`src/rtl/core/efs_pkg.sv`:
```
`timescale 1ns / 1ps
// Shared types and codes for the endpoint failover selector.
package efs_pkg;

    // operation codes
    localparam logic [2:0] OP_ADD     = 3'd0;
    localparam logic [2:0] OP_OFFLINE = 3'd1;
    localparam logic [2:0] OP_ONLINE  = 3'd2;
    localparam logic [2:0] OP_RESET   = 3'd3;
    localparam logic [2:0] OP_SELECT  = 3'd4;

    // balancing modes
    localparam logic [1:0] MODE_RANDOM = 2'd0;
    localparam logic [1:0] MODE_LOWEST = 2'd1;
    localparam logic [1:0] MODE_ROUND  = 2'd2;
    localparam logic [1:0] MODE_FIRST  = 2'd3;

    // result codes
    localparam logic [1:0] RC_OK      = 2'd0;
    localparam logic [1:0] RC_NO_HOST = 2'd1;
    localparam logic [1:0] RC_FULL    = 2'd2;
    localparam logic [1:0] RC_BAD_ID  = 2'd3;

    // entry status
    localparam logic [1:0] ST_UNKNOWN = 2'd0;
    localparam logic [1:0] ST_ONLINE  = 2'd1;
    localparam logic [1:0] ST_OFFLINE = 2'd2;

    typedef struct packed {
        logic [2:0]  operation;
        logic [3:0]  endpoint_id;
        logic [15:0] priority_req;
        logic [15:0] random_value;
    } t_efs_in;

    typedef struct packed {
        logic [1:0] status_code;
        logic [3:0] chosen_id;
        logic       fallback_lifetime;
        logic       better_exists;
        logic [4:0] endpoint_count;
        logic [4:0] available_count;
    } t_efs_out;

    typedef enum logic [2:0] {
        S_IDLE,
        S_DECODE,
        S_WRITE,
        S_CLEAR,
        S_SCAN,
        S_DIV,
        S_PICK,
        S_DONE
    } t_efs_state;

    // controller -> datapath
    typedef struct packed {
        logic load;
        logic decode;
        logic write;
        logic clear;
        logic scan_init;
        logic scan;
        logic div_start;
        logic pick_init;
        logic pick;
        logic finish;
    } t_efs_cmd;

    // datapath -> controller
    typedef struct packed {
        logic go_write;
        logic go_clear;
        logic sweep_done;
        logic scan_done;
        logic need_pick;
        logic div_done;
    } t_efs_sts;

endpackage

```
`src/rtl/core/efs_ram.sv`:
```
`timescale 1ns / 1ps
// Generic single-write, single-read RAM with registered read data.
module efs_ram #(
    parameter int WIDTH = 16,
    parameter int DEPTH = 16
) (
    input  logic                     i_clk,
    input  logic                     i_we,
    input  logic [$clog2(DEPTH)-1:0] i_waddr,
    input  logic [WIDTH-1:0]         i_wdata,
    input  logic [$clog2(DEPTH)-1:0] i_raddr,
    output logic [WIDTH-1:0]         o_rdata
);

    logic [WIDTH-1:0] r_mem [DEPTH];

    always_ff @(posedge i_clk) begin
        if (i_we) begin
            r_mem[i_waddr] <= i_wdata;
        end
        o_rdata <= r_mem[i_raddr];
    end

endmodule

```
`src/rtl/core/efs_urem.sv`:
```
`timescale 1ns / 1ps
// Bit-serial unsigned remainder unit, one numerator bit per cycle.
module efs_urem #(
    parameter int NUM_W = 16,
    parameter int DEN_W = 5
) (
    input  logic             i_clk,
    input  logic             i_rst_n,
    input  logic             i_start,
    input  logic [NUM_W-1:0] i_num,
    input  logic [DEN_W-1:0] i_den,
    output logic             o_done,
    output logic [DEN_W-1:0] o_rem
);

    localparam int CNT_W = $clog2(NUM_W + 1);

    logic [NUM_W-1:0] r_num;
    logic [DEN_W-1:0] r_den;
    logic [DEN_W-1:0] r_rem;
    logic [CNT_W-1:0] r_cnt;
    logic             r_run;
    logic             r_done;
    logic [DEN_W:0]   trial;
    logic [DEN_W-1:0] n_rem;

    // shift in the next numerator bit, subtract when it fits
    always_comb begin
        trial = {r_rem, r_num[NUM_W-1]};
        if (trial >= {1'b0, r_den}) begin
            n_rem = DEN_W'(trial - {1'b0, r_den});
        end else begin
            n_rem = DEN_W'(trial);
        end
    end

    always_ff @(posedge i_clk) begin
        if (!i_rst_n) begin
            r_run  <= 1'b0;
            r_done <= 1'b0;
            r_cnt  <= '0;
        end else if (i_start) begin
            r_run  <= 1'b1;
            r_done <= 1'b0;
            r_cnt  <= CNT_W'(NUM_W);
        end else if (r_run) begin
            r_cnt <= r_cnt - 1'b1;
            if (r_cnt == CNT_W'(1)) begin
                r_run  <= 1'b0;
                r_done <= 1'b1;
            end
        end
    end

    always_ff @(posedge i_clk) begin
        if (i_start) begin
            r_num <= i_num;
            r_den <= i_den;
            r_rem <= '0;
        end else if (r_run) begin
            r_num <= {r_num[NUM_W-2:0], 1'b0};
            r_rem <= n_rem;
        end
    end

    assign o_done = r_done;
    assign o_rem  = r_rem;

endmodule

```
`src/rtl/core/efs_ctrl.sv`:
```
`timescale 1ns / 1ps
// Sequencing state machine of the endpoint failover selector.
module efs_ctrl (
    input  logic              i_clk,
    input  logic              i_rst_n,
    input  logic              i_start,
    input  efs_pkg::t_efs_sts i_sts,
    output efs_pkg::t_efs_cmd o_cmd,
    output logic              o_busy
);

    import efs_pkg::*;

    t_efs_state r_state;
    t_efs_state n_state;

    always_ff @(posedge i_clk) begin
        if (!i_rst_n) begin
            r_state <= S_IDLE;
        end else begin
            r_state <= n_state;
        end
    end

    always_comb begin
        n_state = r_state;
        unique case (r_state)
            S_IDLE: begin
                if (i_start) n_state = S_DECODE;
            end
            S_DECODE: begin
                if (i_sts.go_write) begin
                    n_state = S_WRITE;
                end else if (i_sts.go_clear) begin
                    n_state = S_CLEAR;
                end else begin
                    n_state = S_SCAN;
                end
            end
            S_WRITE: n_state = S_SCAN;
            S_CLEAR: begin
                if (i_sts.sweep_done) n_state = S_SCAN;
            end
            S_SCAN: begin
                if (i_sts.scan_done) n_state = i_sts.need_pick ? S_DIV : S_DONE;
            end
            S_DIV: begin
                if (i_sts.div_done) n_state = S_PICK;
            end
            S_PICK: begin
                if (i_sts.scan_done) n_state = S_DONE;
            end
            S_DONE: n_state = S_IDLE;
            default: n_state = S_IDLE;
        endcase
    end

    always_comb begin
        o_cmd  = '0;
        o_busy = (r_state != S_IDLE);
        unique case (r_state)
            S_IDLE:   o_cmd.load = i_start;
            S_DECODE: begin
                o_cmd.decode    = 1'b1;
                o_cmd.scan_init = 1'b1;
            end
            S_WRITE: begin
                o_cmd.write     = 1'b1;
                o_cmd.scan_init = 1'b1;
            end
            S_CLEAR: begin
                o_cmd.clear     = 1'b1;
                o_cmd.scan_init = i_sts.sweep_done;
            end
            S_SCAN: begin
                o_cmd.scan      = 1'b1;
                o_cmd.div_start = i_sts.scan_done && i_sts.need_pick;
            end
            S_DIV:  o_cmd.pick_init = i_sts.div_done;
            S_PICK: o_cmd.pick = 1'b1;
            S_DONE: o_cmd.finish = 1'b1;
            default: o_cmd = '0;
        endcase
    end

endmodule

```
`src/rtl/core/efs_dp.sv`:
```
`timescale 1ns / 1ps
// Datapath: entry tables, serial scan, selection logic and result register.
module efs_dp #(
    parameter int MAX_ENDPOINTS = 16,
    parameter int PRIORITY_BITS = 16
) (
    input  logic              i_clk,
    input  logic              i_rst_n,
    input  efs_pkg::t_efs_in  i_item,
    input  logic              i_cfg_we,
    input  logic [1:0]        i_cfg_data,
    input  efs_pkg::t_efs_cmd i_cmd,
    output efs_pkg::t_efs_sts o_sts,
    output efs_pkg::t_efs_out o_res,
    output logic              o_res_strobe
);

    import efs_pkg::*;

    localparam int AW = $clog2(MAX_ENDPOINTS);
    localparam int CW = $clog2(MAX_ENDPOINTS + 1);
    localparam int XW = (CW > 4) ? CW : 4;
    localparam int PB = PRIORITY_BITS;

    // configuration and loaded item
    logic [1:0]    r_mode;
    logic [2:0]    r_op;
    logic [3:0]    r_eid;
    logic [PB-1:0] r_prio;
    logic [15:0]   r_rv;
    logic [1:0]    r_code;

    // table bookkeeping
    logic [CW-1:0] r_total;
    logic [PB-1:0] r_lowest;
    logic [AW-1:0] r_ptr;

    // scan pipeline
    logic [CW-1:0] r_idx;
    logic          r_rd_vld;
    logic [AW-1:0] r_rd_idx;
    logic [1:0]    rd_s;
    logic [PB-1:0] rd_p;

    // scan results
    logic [CW-1:0] r_n_on, r_n_un;
    logic          r_bon_v, r_bun_v, r_fon_v, r_fun_v;
    logic [AW-1:0] r_bon_id, r_bun_id, r_fon_id, r_fun_id;
    logic [PB-1:0] r_bon_p, r_bun_p;
    logic [1:0]    r_ps, r_s0;

    // k-th match search
    logic [CW-1:0] r_kcnt;
    logic          r_pk_v;
    logic [AW-1:0] r_pk_id;
    logic [CW-1:0] k_rem;
    logic          div_done;

    t_efs_out r_res;
    logic     r_res_vld;

    // RAM ports
    logic          st_we, pr_we;
    logic [AW-1:0] st_wa;
    logic [1:0]    st_wd;

    logic          is_add, is_mark, full, bad, more;
    logic [XW-1:0] eid_x, tot_x;
    logic [AW-1:0] ptr_eff;
    logic [CW-1:0] avail, n_den;
    logic [1:0]    tgt;

    // selection outcome
    logic          sel_none, sel_pick, sel_fb, sel_adv;
    logic [AW-1:0] sel_id;
    logic [AW-1:0] ptr_next;
    t_efs_out      res_d;

    assign is_add  = (r_op == OP_ADD);
    assign is_mark = (r_op == OP_OFFLINE) || (r_op == OP_ONLINE);
    assign full    = (r_total == CW'(MAX_ENDPOINTS));
    assign eid_x   = XW'(r_eid);
    assign tot_x   = XW'(r_total);
    assign bad     = (eid_x >= tot_x);
    assign more    = (r_idx < r_total);
    assign ptr_eff = (CW'(r_ptr) >= r_total) ? '0 : r_ptr;
    assign avail   = r_n_on + r_n_un;
    assign n_den   = (r_n_on != '0) ? r_n_on : r_n_un;
    assign tgt     = (r_n_on != '0) ? ST_ONLINE : ST_UNKNOWN;

    assign o_sts.go_write   = (is_add && !full) || (is_mark && !bad);
    assign o_sts.go_clear   = (r_op == OP_RESET);
    assign o_sts.sweep_done = !more;
    assign o_sts.scan_done  = !more && !r_rd_vld;
    assign o_sts.need_pick  = (r_op == OP_SELECT) && sel_pick;
    assign o_sts.div_done   = div_done;

    // table writes: add, mark, or one row of the status clearing sweep
    always_comb begin
        st_we = 1'b0;
        pr_we = 1'b0;
        st_wa = r_idx[AW-1:0];
        st_wd = ST_UNKNOWN;
        if (i_cmd.write) begin
            st_we = 1'b1;
            if (is_add) begin
                pr_we = 1'b1;
                st_wa = r_total[AW-1:0];
            end else begin
                st_wa = AW'(r_eid);
                st_wd = (r_op == OP_OFFLINE) ? ST_OFFLINE : ST_ONLINE;
            end
        end else if (i_cmd.clear && more) begin
            st_we = 1'b1;
        end
    end

    efs_ram #(.WIDTH(2), .DEPTH(MAX_ENDPOINTS)) u_status_ram (
        .i_clk   (i_clk),
        .i_we    (st_we),
        .i_waddr (st_wa),
        .i_wdata (st_wd),
        .i_raddr (r_idx[AW-1:0]),
        .o_rdata (rd_s)
    );

    efs_ram #(.WIDTH(PB), .DEPTH(MAX_ENDPOINTS)) u_prio_ram (
        .i_clk   (i_clk),
        .i_we    (pr_we),
        .i_waddr (r_total[AW-1:0]),
        .i_wdata (r_prio),
        .i_raddr (r_idx[AW-1:0]),
        .o_rdata (rd_p)
    );

    efs_urem #(.NUM_W(16), .DEN_W(CW)) u_urem (
        .i_clk   (i_clk),
        .i_rst_n (i_rst_n),
        .i_start (i_cmd.div_start),
        .i_num   (r_rv),
        .i_den   (n_den),
        .o_done  (div_done),
        .o_rem   (k_rem)
    );

    // host choice from the scan results
    always_comb begin
        sel_none = 1'b0;
        sel_pick = 1'b0;
        sel_fb   = 1'b0;
        sel_adv  = 1'b0;
        sel_id   = '0;
        case (r_mode)
            MODE_RANDOM: begin
                if (avail == '0) sel_none = 1'b1;
                else sel_pick = 1'b1;
            end
            MODE_LOWEST: begin
                if (r_bon_v) begin
                    sel_id = r_bon_id;
                    sel_fb = (r_bon_p > r_lowest);
                end else if (r_bun_v) begin
                    sel_id = r_bun_id;
                    sel_fb = (r_bun_p > r_lowest);
                end else begin
                    sel_none = 1'b1;
                end
            end
            MODE_ROUND: begin
                if (r_ps == ST_ONLINE) begin
                    sel_id  = ptr_eff;
                    sel_adv = 1'b1;
                end else if (r_fon_v) begin
                    sel_id  = r_fon_id;
                    sel_adv = 1'b1;
                end else if (r_ps == ST_UNKNOWN) begin
                    sel_id = ptr_eff;
                end else if (r_fun_v) begin
                    sel_id  = r_fun_id;
                    sel_adv = 1'b1;
                end else begin
                    sel_none = 1'b1;
                end
            end
            default: begin
                if (r_s0 == ST_ONLINE) begin
                    sel_id = '0;
                end else if (r_n_on != '0) begin
                    sel_pick = 1'b1;
                    sel_fb   = 1'b1;
                end else if (r_s0 == ST_UNKNOWN) begin
                    sel_id = '0;
                end else if (r_n_un != '0) begin
                    sel_pick = 1'b1;
                    sel_fb   = 1'b1;
                end else begin
                    sel_none = 1'b1;
                end
            end
        endcase
        if (sel_pick) sel_id = r_pk_id;
        if (r_total == '0) begin
            sel_none = 1'b1;
            sel_pick = 1'b0;
            sel_fb   = 1'b0;
            sel_adv  = 1'b0;
        end
    end

    // pointer moves just past the chosen entry when the choice advances it, wrapping at the table end
    always_comb begin
        ptr_next = ptr_eff;
        if (!sel_none && sel_adv) begin
            if ((CW'(sel_id) + CW'(1)) == r_total) ptr_next = '0;
            else ptr_next = AW'(sel_id + 1'b1);
        end
    end

    always_comb begin
        res_d                 = '0;
        res_d.status_code     = r_code;
        res_d.endpoint_count  = 5'(r_total);
        res_d.available_count = 5'(avail);
        case (r_op)
            OP_ADD: begin
                if (r_code == RC_OK) res_d.chosen_id = 4'(r_total - 1'b1);
            end
            OP_ONLINE: begin
                if (r_code == RC_OK) begin
                    if (r_mode == MODE_LOWEST) begin
                        res_d.better_exists = r_bon_v && (r_bon_id != AW'(r_eid));
                    end else if (r_mode == MODE_FIRST) begin
                        res_d.better_exists = (r_s0 == ST_ONLINE) && (r_eid != 4'd0);
                    end
                end
            end
            OP_SELECT: begin
                if (sel_none) begin
                    res_d.status_code = RC_NO_HOST;
                end else begin
                    res_d.chosen_id         = 4'(sel_id);
                    res_d.fallback_lifetime = sel_fb;
                end
            end
            default: res_d.chosen_id = '0;
        endcase
    end

    // control registers
    always_ff @(posedge i_clk) begin
        if (!i_rst_n) begin
            r_mode    <= MODE_RANDOM;
            r_total   <= '0;
            r_lowest  <= '1;
            r_ptr     <= '0;
            r_idx     <= '0;
            r_rd_vld  <= 1'b0;
            r_res_vld <= 1'b0;
        end else begin
            if (i_cfg_we) r_mode <= i_cfg_data;
            if (i_cmd.write && is_add) begin
                r_total <= r_total + 1'b1;
                if (r_prio < r_lowest) r_lowest <= r_prio;
            end
            if (i_cmd.finish && (r_op == OP_SELECT) && (r_mode == MODE_ROUND) &&
                (r_total != '0)) begin
                r_ptr <= ptr_next;
            end
            if (i_cmd.scan_init || i_cmd.pick_init) begin
                r_idx <= '0;
            end else if ((i_cmd.clear || i_cmd.scan || i_cmd.pick) && more) begin
                r_idx <= r_idx + 1'b1;
            end
            r_rd_vld  <= (i_cmd.scan || i_cmd.pick) && more;
            r_res_vld <= i_cmd.finish;
        end
    end

    // payload and scan accumulators
    always_ff @(posedge i_clk) begin
        if (i_cmd.load) begin
            r_op   <= i_item.operation;
            r_eid  <= i_item.endpoint_id;
            r_prio <= PB'(i_item.priority_req);
            r_rv   <= i_item.random_value;
        end
        if (i_cmd.decode) begin
            if (is_add && full) r_code <= RC_FULL;
            else if (is_mark && bad) r_code <= RC_BAD_ID;
            else r_code <= RC_OK;
        end
        r_rd_idx <= r_idx[AW-1:0];
        if (i_cmd.scan_init) begin
            r_n_on  <= '0;
            r_n_un  <= '0;
            r_bon_v <= 1'b0;
            r_bun_v <= 1'b0;
            r_fon_v <= 1'b0;
            r_fun_v <= 1'b0;
            r_ps    <= ST_OFFLINE;
            r_s0    <= ST_OFFLINE;
        end else if (i_cmd.scan && r_rd_vld) begin
            if (rd_s == ST_ONLINE) begin
                r_n_on <= r_n_on + 1'b1;
                if (!r_bon_v || (rd_p < r_bon_p)) begin
                    r_bon_v  <= 1'b1;
                    r_bon_id <= r_rd_idx;
                    r_bon_p  <= rd_p;
                end
                if (!r_fon_v) begin
                    r_fon_v  <= 1'b1;
                    r_fon_id <= r_rd_idx;
                end
            end else if (rd_s == ST_UNKNOWN) begin
                r_n_un <= r_n_un + 1'b1;
                if (!r_bun_v || (rd_p < r_bun_p)) begin
                    r_bun_v  <= 1'b1;
                    r_bun_id <= r_rd_idx;
                    r_bun_p  <= rd_p;
                end
                if (!r_fun_v) begin
                    r_fun_v  <= 1'b1;
                    r_fun_id <= r_rd_idx;
                end
            end
            if (r_rd_idx == ptr_eff) r_ps <= rd_s;
            if (r_rd_idx == '0) r_s0 <= rd_s;
        end
        if (i_cmd.pick_init) begin
            r_kcnt  <= '0;
            r_pk_v  <= 1'b0;
            r_pk_id <= '0;
        end else if (i_cmd.pick && r_rd_vld && (rd_s == tgt)) begin
            r_kcnt <= r_kcnt + 1'b1;
            if (!r_pk_v && (r_kcnt == k_rem)) begin
                r_pk_v  <= 1'b1;
                r_pk_id <= r_rd_idx;
            end
        end
        if (i_cmd.finish) r_res <= res_d;
    end

    assign o_res        = r_res;
    assign o_res_strobe = r_res_vld;

endmodule

```
`src/rtl/core/endpoint_failover_selector.sv`:
```
`timescale 1ns / 1ps
// Top level of the endpoint failover selector: controller plus datapath.
//
//  channel  | direction | handshake                 | beat contents
//  ---------+-----------+---------------------------+---------------------------
//  item     | in        | start high, busy low      | i_item (operation, id, ...)
//  result   | out       | o_res_strobe, one cycle   | o_res (code, id, counts)
//  config   | in        | i_cfg_valid & o_cfg_ready | i_cfg_data (balancing mode)
//
// One item at a time. Each beat walks the table serially over the
// status/priority RAM read port; a reset first sweeps the status table, an
// add or mark first writes its entry, and picks in random mode or fallback
// picks in first mode add a bit-serial remainder and a second table walk.
// Reset is synchronous, active low; it empties the table (no clearing pass,
// entries at or above the fill count are never read). The result receiver
// cannot stall: each result beat is shown for exactly one cycle, and a new
// item may be taken in that same cycle. Configuration is taken while idle.
module endpoint_failover_selector #(
    parameter int MAX_ENDPOINTS = 16,
    parameter int PRIORITY_BITS = 16
) (
    input  logic              i_clk,
    input  logic              i_rst_n,
    input  logic              start,
    output logic              busy,
    input  efs_pkg::t_efs_in  i_item,
    output logic              o_res_strobe,
    output efs_pkg::t_efs_out o_res,
    input  logic              i_cfg_valid,
    output logic              o_cfg_ready,
    input  logic [1:0]        i_cfg_data
);

    import efs_pkg::*;

    t_efs_cmd cmd;
    t_efs_sts sts;

    // mode may only change between items
    assign o_cfg_ready = !busy;

    efs_ctrl u_ctrl (
        .i_clk   (i_clk),
        .i_rst_n (i_rst_n),
        .i_start (start),
        .i_sts   (sts),
        .o_cmd   (cmd),
        .o_busy  (busy)
    );

    efs_dp #(
        .MAX_ENDPOINTS (MAX_ENDPOINTS),
        .PRIORITY_BITS (PRIORITY_BITS)
    ) u_dp (
        .i_clk        (i_clk),
        .i_rst_n      (i_rst_n),
        .i_item       (i_item),
        .i_cfg_we     (i_cfg_valid && o_cfg_ready),
        .i_cfg_data   (i_cfg_data),
        .i_cmd        (cmd),
        .o_sts        (sts),
        .o_res        (o_res),
        .o_res_strobe (o_res_strobe)
    );

    // an accepted item always makes the block busy
    a_accept_busy: assert property (@(posedge i_clk) disable iff (!i_rst_n)
        (start && !busy) |=> busy)
        else $error("item accepted but block not busy");

    // a result beat only appears once the controller is back at rest
    a_strobe_idle: assert property (@(posedge i_clk) disable iff (!i_rst_n)
        o_res_strobe |-> !busy)
        else $error("result strobe while busy");

    // one beat per item, never back to back
    a_strobe_single: assert property (@(posedge i_clk) disable iff (!i_rst_n)
        o_res_strobe |=> !o_res_strobe)
        else $error("result strobe held for two cycles");

    // a full-table error only when the table is really full
    a_full_count: assert property (@(posedge i_clk) disable iff (!i_rst_n)
        (o_res_strobe && (o_res.status_code == RC_FULL)) |->
            (o_res.endpoint_count == 5'(MAX_ENDPOINTS)))
        else $error("table full reported with spare entries");

endmodule
```
`config.mk`:
```
export PLATFORM = sky130hd
export DESIGN_NAME = endpoint_failover_selector
export DESIGN_NICKNAME = d
export VERILOG_FILES = /design/src/rtl/core/efs_pkg.sv /design/src/rtl/core/efs_ram.sv /design/src/rtl/core/efs_urem.sv /design/src/rtl/core/efs_ctrl.sv /design/src/rtl/core/efs_dp.sv /design/src/rtl/core/endpoint_failover_selector.sv
export SDC_FILE = /design/constraint.sdc
export NUM_CORES = 1
export LEC_CHECK = 0
export BUFFER_PORTS_ARGS = -buffer_cell sky130_fd_sc_hd__buf_2
export CELL_PAD_IN_SITES_DETAIL_PLACEMENT = 0
export CELL_PAD_IN_SITES_GLOBAL_PLACEMENT = 1
export CORE_ASPECT_RATIO = 0.75
export CORE_MARGIN = 5
export CORE_UTILIZATION = 35
export CTS_BUF_LIST = sky130_fd_sc_hd__clkbuf_8
export CTS_CLUSTER_SIZE = 40
export DETAILED_ROUTE_END_ITERATION = 8
export GPL_TIMING_DRIVEN = 0
export PLACE_DENSITY_LB_ADDON = 0.1
export RECOVER_POWER = 50
export SLEW_MARGIN = 10
export SYNTH_ARGS = -nofsm -noshare
export SYNTH_HDL_FRONTEND = slang
export SYNTH_SLANG_ARGS = --single-unit
```
`constraint.sdc`:
```
create_clock -name i_clk -period 8.5 [get_ports i_clk]
set_clock_uncertainty 0.05 [all_clocks]
set_input_delay 0.85 -clock i_clk [delete_from_list [all_inputs] [get_ports i_clk]]
set_output_delay 0.85 -clock i_clk [all_outputs]
set_load 0.05 [all_outputs]
```
==> impl_metrics.py <==
metrics = {
    "cts": {
        "cts_tree": "yes",
        "cts_buffers": 86,
        "clock-sinks": 515,
        "clk_path_buf_depth": 3,
        "htreeDepth": 3,
        "postCtsHoldBufs": 0,
        "ctsRootBufferMaster": "clkbuf_8",
        "clock_latency_ns": 0.69,
        "post_cts_buffers": 0,
        "clk_pin_slew_ns": 0.06,
        "ctsResizeCount": 0,
    },
    "worst_setup_path": {
        "path_class": "reg2reg",
        "crit_path_end_kind": "flop",
        "timing.rr.start": "u_dp.r_n_on[1]$_SDFFE_PP0P_",
        "start_kind": "flop",
        "crit_fanout": 10,
        "cp_data_arrival_time_ns": 6.09,
        "cp.required_ns": 9.02,
        "setup.worst_path.start": "u_dp.r_n_on[1]$_SDFFE_PP0P_",
    },
    "logic_synthesis": {
        "syn_avg_cell_area_um2": 15.1,
        "yosysMostFrequentCell": "edfxtp_1",
        "ys_warn_count": 0,
        "yosys.area.top_type": "edfxtp_1",
        "synth-edff-count": 416,
        "synth_fp_nets": 1641,
        "synth-seq-area-share_pct": 64.8,
        "ys_top_cells_by_area": "edfxtp_1 56%, mux4_2 9.1%, dfxtp_1 8.9%",
        "syn_area_mm2": 0.0224,
        "synth_top_area_share_pct": 55.9,
        "synth_common_cells": "416 x edfxtp_1, 125 x nor2_1, 116 x ha_1",
        "synth_flop_cell": "edfxtp_1",
        "ys_ff_latch": 515,
        "synthCells": 1478,
        "yosys.cell_types.count": 69,
        "synth-async-reset-ratio_pct": 0,
    },
    "final_layout": {
        "seq_area_mm2": 0.0145,
        "layout.nets": 1820,
        "multi_input_area_mm2": 0.00740,
        "drive_gt1_share_pct": 17.9,
        "final_core_util_pct": 40.5,
        "fillers": 5948,
        "areaGrowthSynthToFinish_pct": 14.9,
    },
    "power": {
        "clockPowerShare_pct": 37.1,
        "switching_share_pct": 27.0,
        "internal-power_w": 0.00418,
        "power_w": 0.00573,
        "pwr-share-comb_pct": 9.3,
        "p_per_area_mw_per_mm2": 223,
        "ir_drop_mv": 0.137,
        "leakagePower_nw": 9.25,
        "power_frac_seq_pct": 53.6,
        "switchingPower_w": 0.00155,
    },
    "grt": {
        "track_usage_pct": 16.6,
        "grt_pass1_vias": 13200,
        "antenna_found_initial": 3,
        "grt-ovfl-total": 0,
        "grt_pass1_wl_um": 85400,
        "grt_max_degree": 28,
    },
    "min_path": {
        "hp-class": "in2reg",
        "hold_start": "i_item[29]",
    },
    "routing": {
        "wl_per_cell_um": 22.2,
        "drc": 0,
        "drtIter0Drc": 767,
        "wl_um": 57200,
        "antenna_left": 0,
        "drt-vias-per-instance": 5.04,
        "dr.pass1.iters": 5,
        "dr_total_vias": 13000,
    },
    "placement": {
        "finalWeightedCongestion": 0.792,
        "dpl.hpwl_um": 41700,
        "port_buffers": 65,
    },
    "die": {
        "rows": 80,
        "die_area_mm2": 0.0691,
        "dieWidth_um": 302,
        "die_h_um": 229,
        "start_util_pct": 35.2,
        "core_mm2": 0.0635,
        "ios": 66,
    },
    "timing": {
        "setup_viol": 0,
        "fmax_mhz": 179,
        "fin_tns_setup_ns": 0,
        "period_minus_slack_ns": 5.58,
        "worst_slew_pin_slew_ns": 1.92,
        "drv_slew": 39,
        "hold_viol": 0,
        "period_share_pct": 65.6,
        "rsz0062_at_grt": "no",
        "max_slew_margin_pct": -29.8,
    },
    "status": {
        "violations": "max-capacitance violations, max-slew violations",
        "status": "finished, violations left",
    },
    "job": {
        "maxCapViolCount": 2,
    },
}
-- power groups by stage --
stage / Sequential, W / Combinational, W / Clock, W
floorplan: 0.00305 / 0.000351 / 0
global placement: 0.00312 / 0.000529 / 0
detailed placement: 0.00312 / 0.000548 / 0
CTS: 0.00307 / 0.000551 / 0.00220
global route: 0.00309 / 0.000591 / 0.00231
finish: 0.00307 / 0.000532 / 0.00213
-- worst max-delay path, stage by stage (launching register included) --
cell	delay, ns
dfxtp_1	0.36
inv_1	0.15
ha_1	0.17
nor4b_1	1.49
and4b_1	0.42
o32ai_1	0.21
a211oi_4	0.57
mux2i_1	0.28
inv_1	0.11
ha_1	0.14
clkbuf_1	0.29
a41oi_1	0.20
a21oi_1	0.20
o21ai_0	0.12
a311o_1	0.44
a32o_1	0.27
-- metrics by stage --
step	cell area, µm²	worst slack, ns	cells	hold slack, ns
2_1_floorplan	22400	4.13	1478	0.328
3_3_place_gp	23800	1.39	2404	0.379
3_5_place_dp	24100	3.57	2430	0.381
4_1_cts	25800	3.55	2580	0.217
5_1_grt	25700	2.50	2580	0.228
6_report	25700	2.92	2581	0.288
-- layout by cell type (no fill, tap or decap), types with 28 or more instances in the layout --
master / n
ha_1: 116
nand2_1: 64
nor2_1: 113
dfxtp_1: 99
clkbuf_1: 73
edfxtp_1: 416
a21o_1: 41
o211ai_1: 38
a21oi_1: 43
clkbuf_8: 93
xnor2_1: 28
o21ai_0: 31
mux4_2: 90
buf_2: 43
inv_1: 115
-- final timing paths --
path                                 to  cells after the start  slack, ns
max reg2reg  u_dp.r_ptr[0]$_SDFFE_PN0P_                     15       2.92
min           u_dp.r_prio[13]$_DFFE_PP_                      1       0.29
max          u_dp.r_ptr[0]$_SDFFE_PN0P_                     15       2.92
min reg2reg    u_dp.r_rd_idx[3]$_DFF_P_                      0       0.38
-- cells by family after synthesis --
family / synth area share [%]
buffers and inverters: 2.37
flip-flops: 64.8
multiplexers: 10.6
AO/OA/AOI/OAI: 6.97
XOR/XNOR: 1.94
adder cells (fa/ha/maj): 6.67
AND/OR/NAND/NOR: 6.66
-- cell type report --
type / count / area share, %
Antenna cell: 1 / 0.00974
Buffer: 55 / 0.804
Clock buffer: 93 / 4.98
Clock inverter: 57 / 1.37
Inverter: 86 / 1.26
Multi-Input combinational cell: 822 / 28.8
Sequential cell: 515 / 56.3
Tap cell: 861 / 4.19
Timing Repair Buffer: 91 / 2.23
-- sequential cells by signal (all words and copies together) (netlist names), 16 cells and up --
name and cells:
u_dp.o_res 18, u_dp.r_bon_p 16, u_dp.r_bun_p 16, u_dp.r_lowest 16, u_dp.r_prio 16, u_dp.r_rv 16, u_dp.u_prio_ram.o_rdata 16, u_dp.u_prio_ram.r_mem 256
u_dp.u_status_ram.r_mem 32, u_dp.u_urem.r_num 16
-- layer usage --
layer  vias up  wire length [µm]  share of wire, %  global-route usage [%]
li1       6056                 -                 -                       -
met1      6587             29700                52                    26.3
met2       286             23400                41                    22.9
met3        87              2970               5.2                    3.86
met4         0              1100               1.9                    3.87
met5         -                 0                 0                       0
Power figures use the tool's default switching activity.
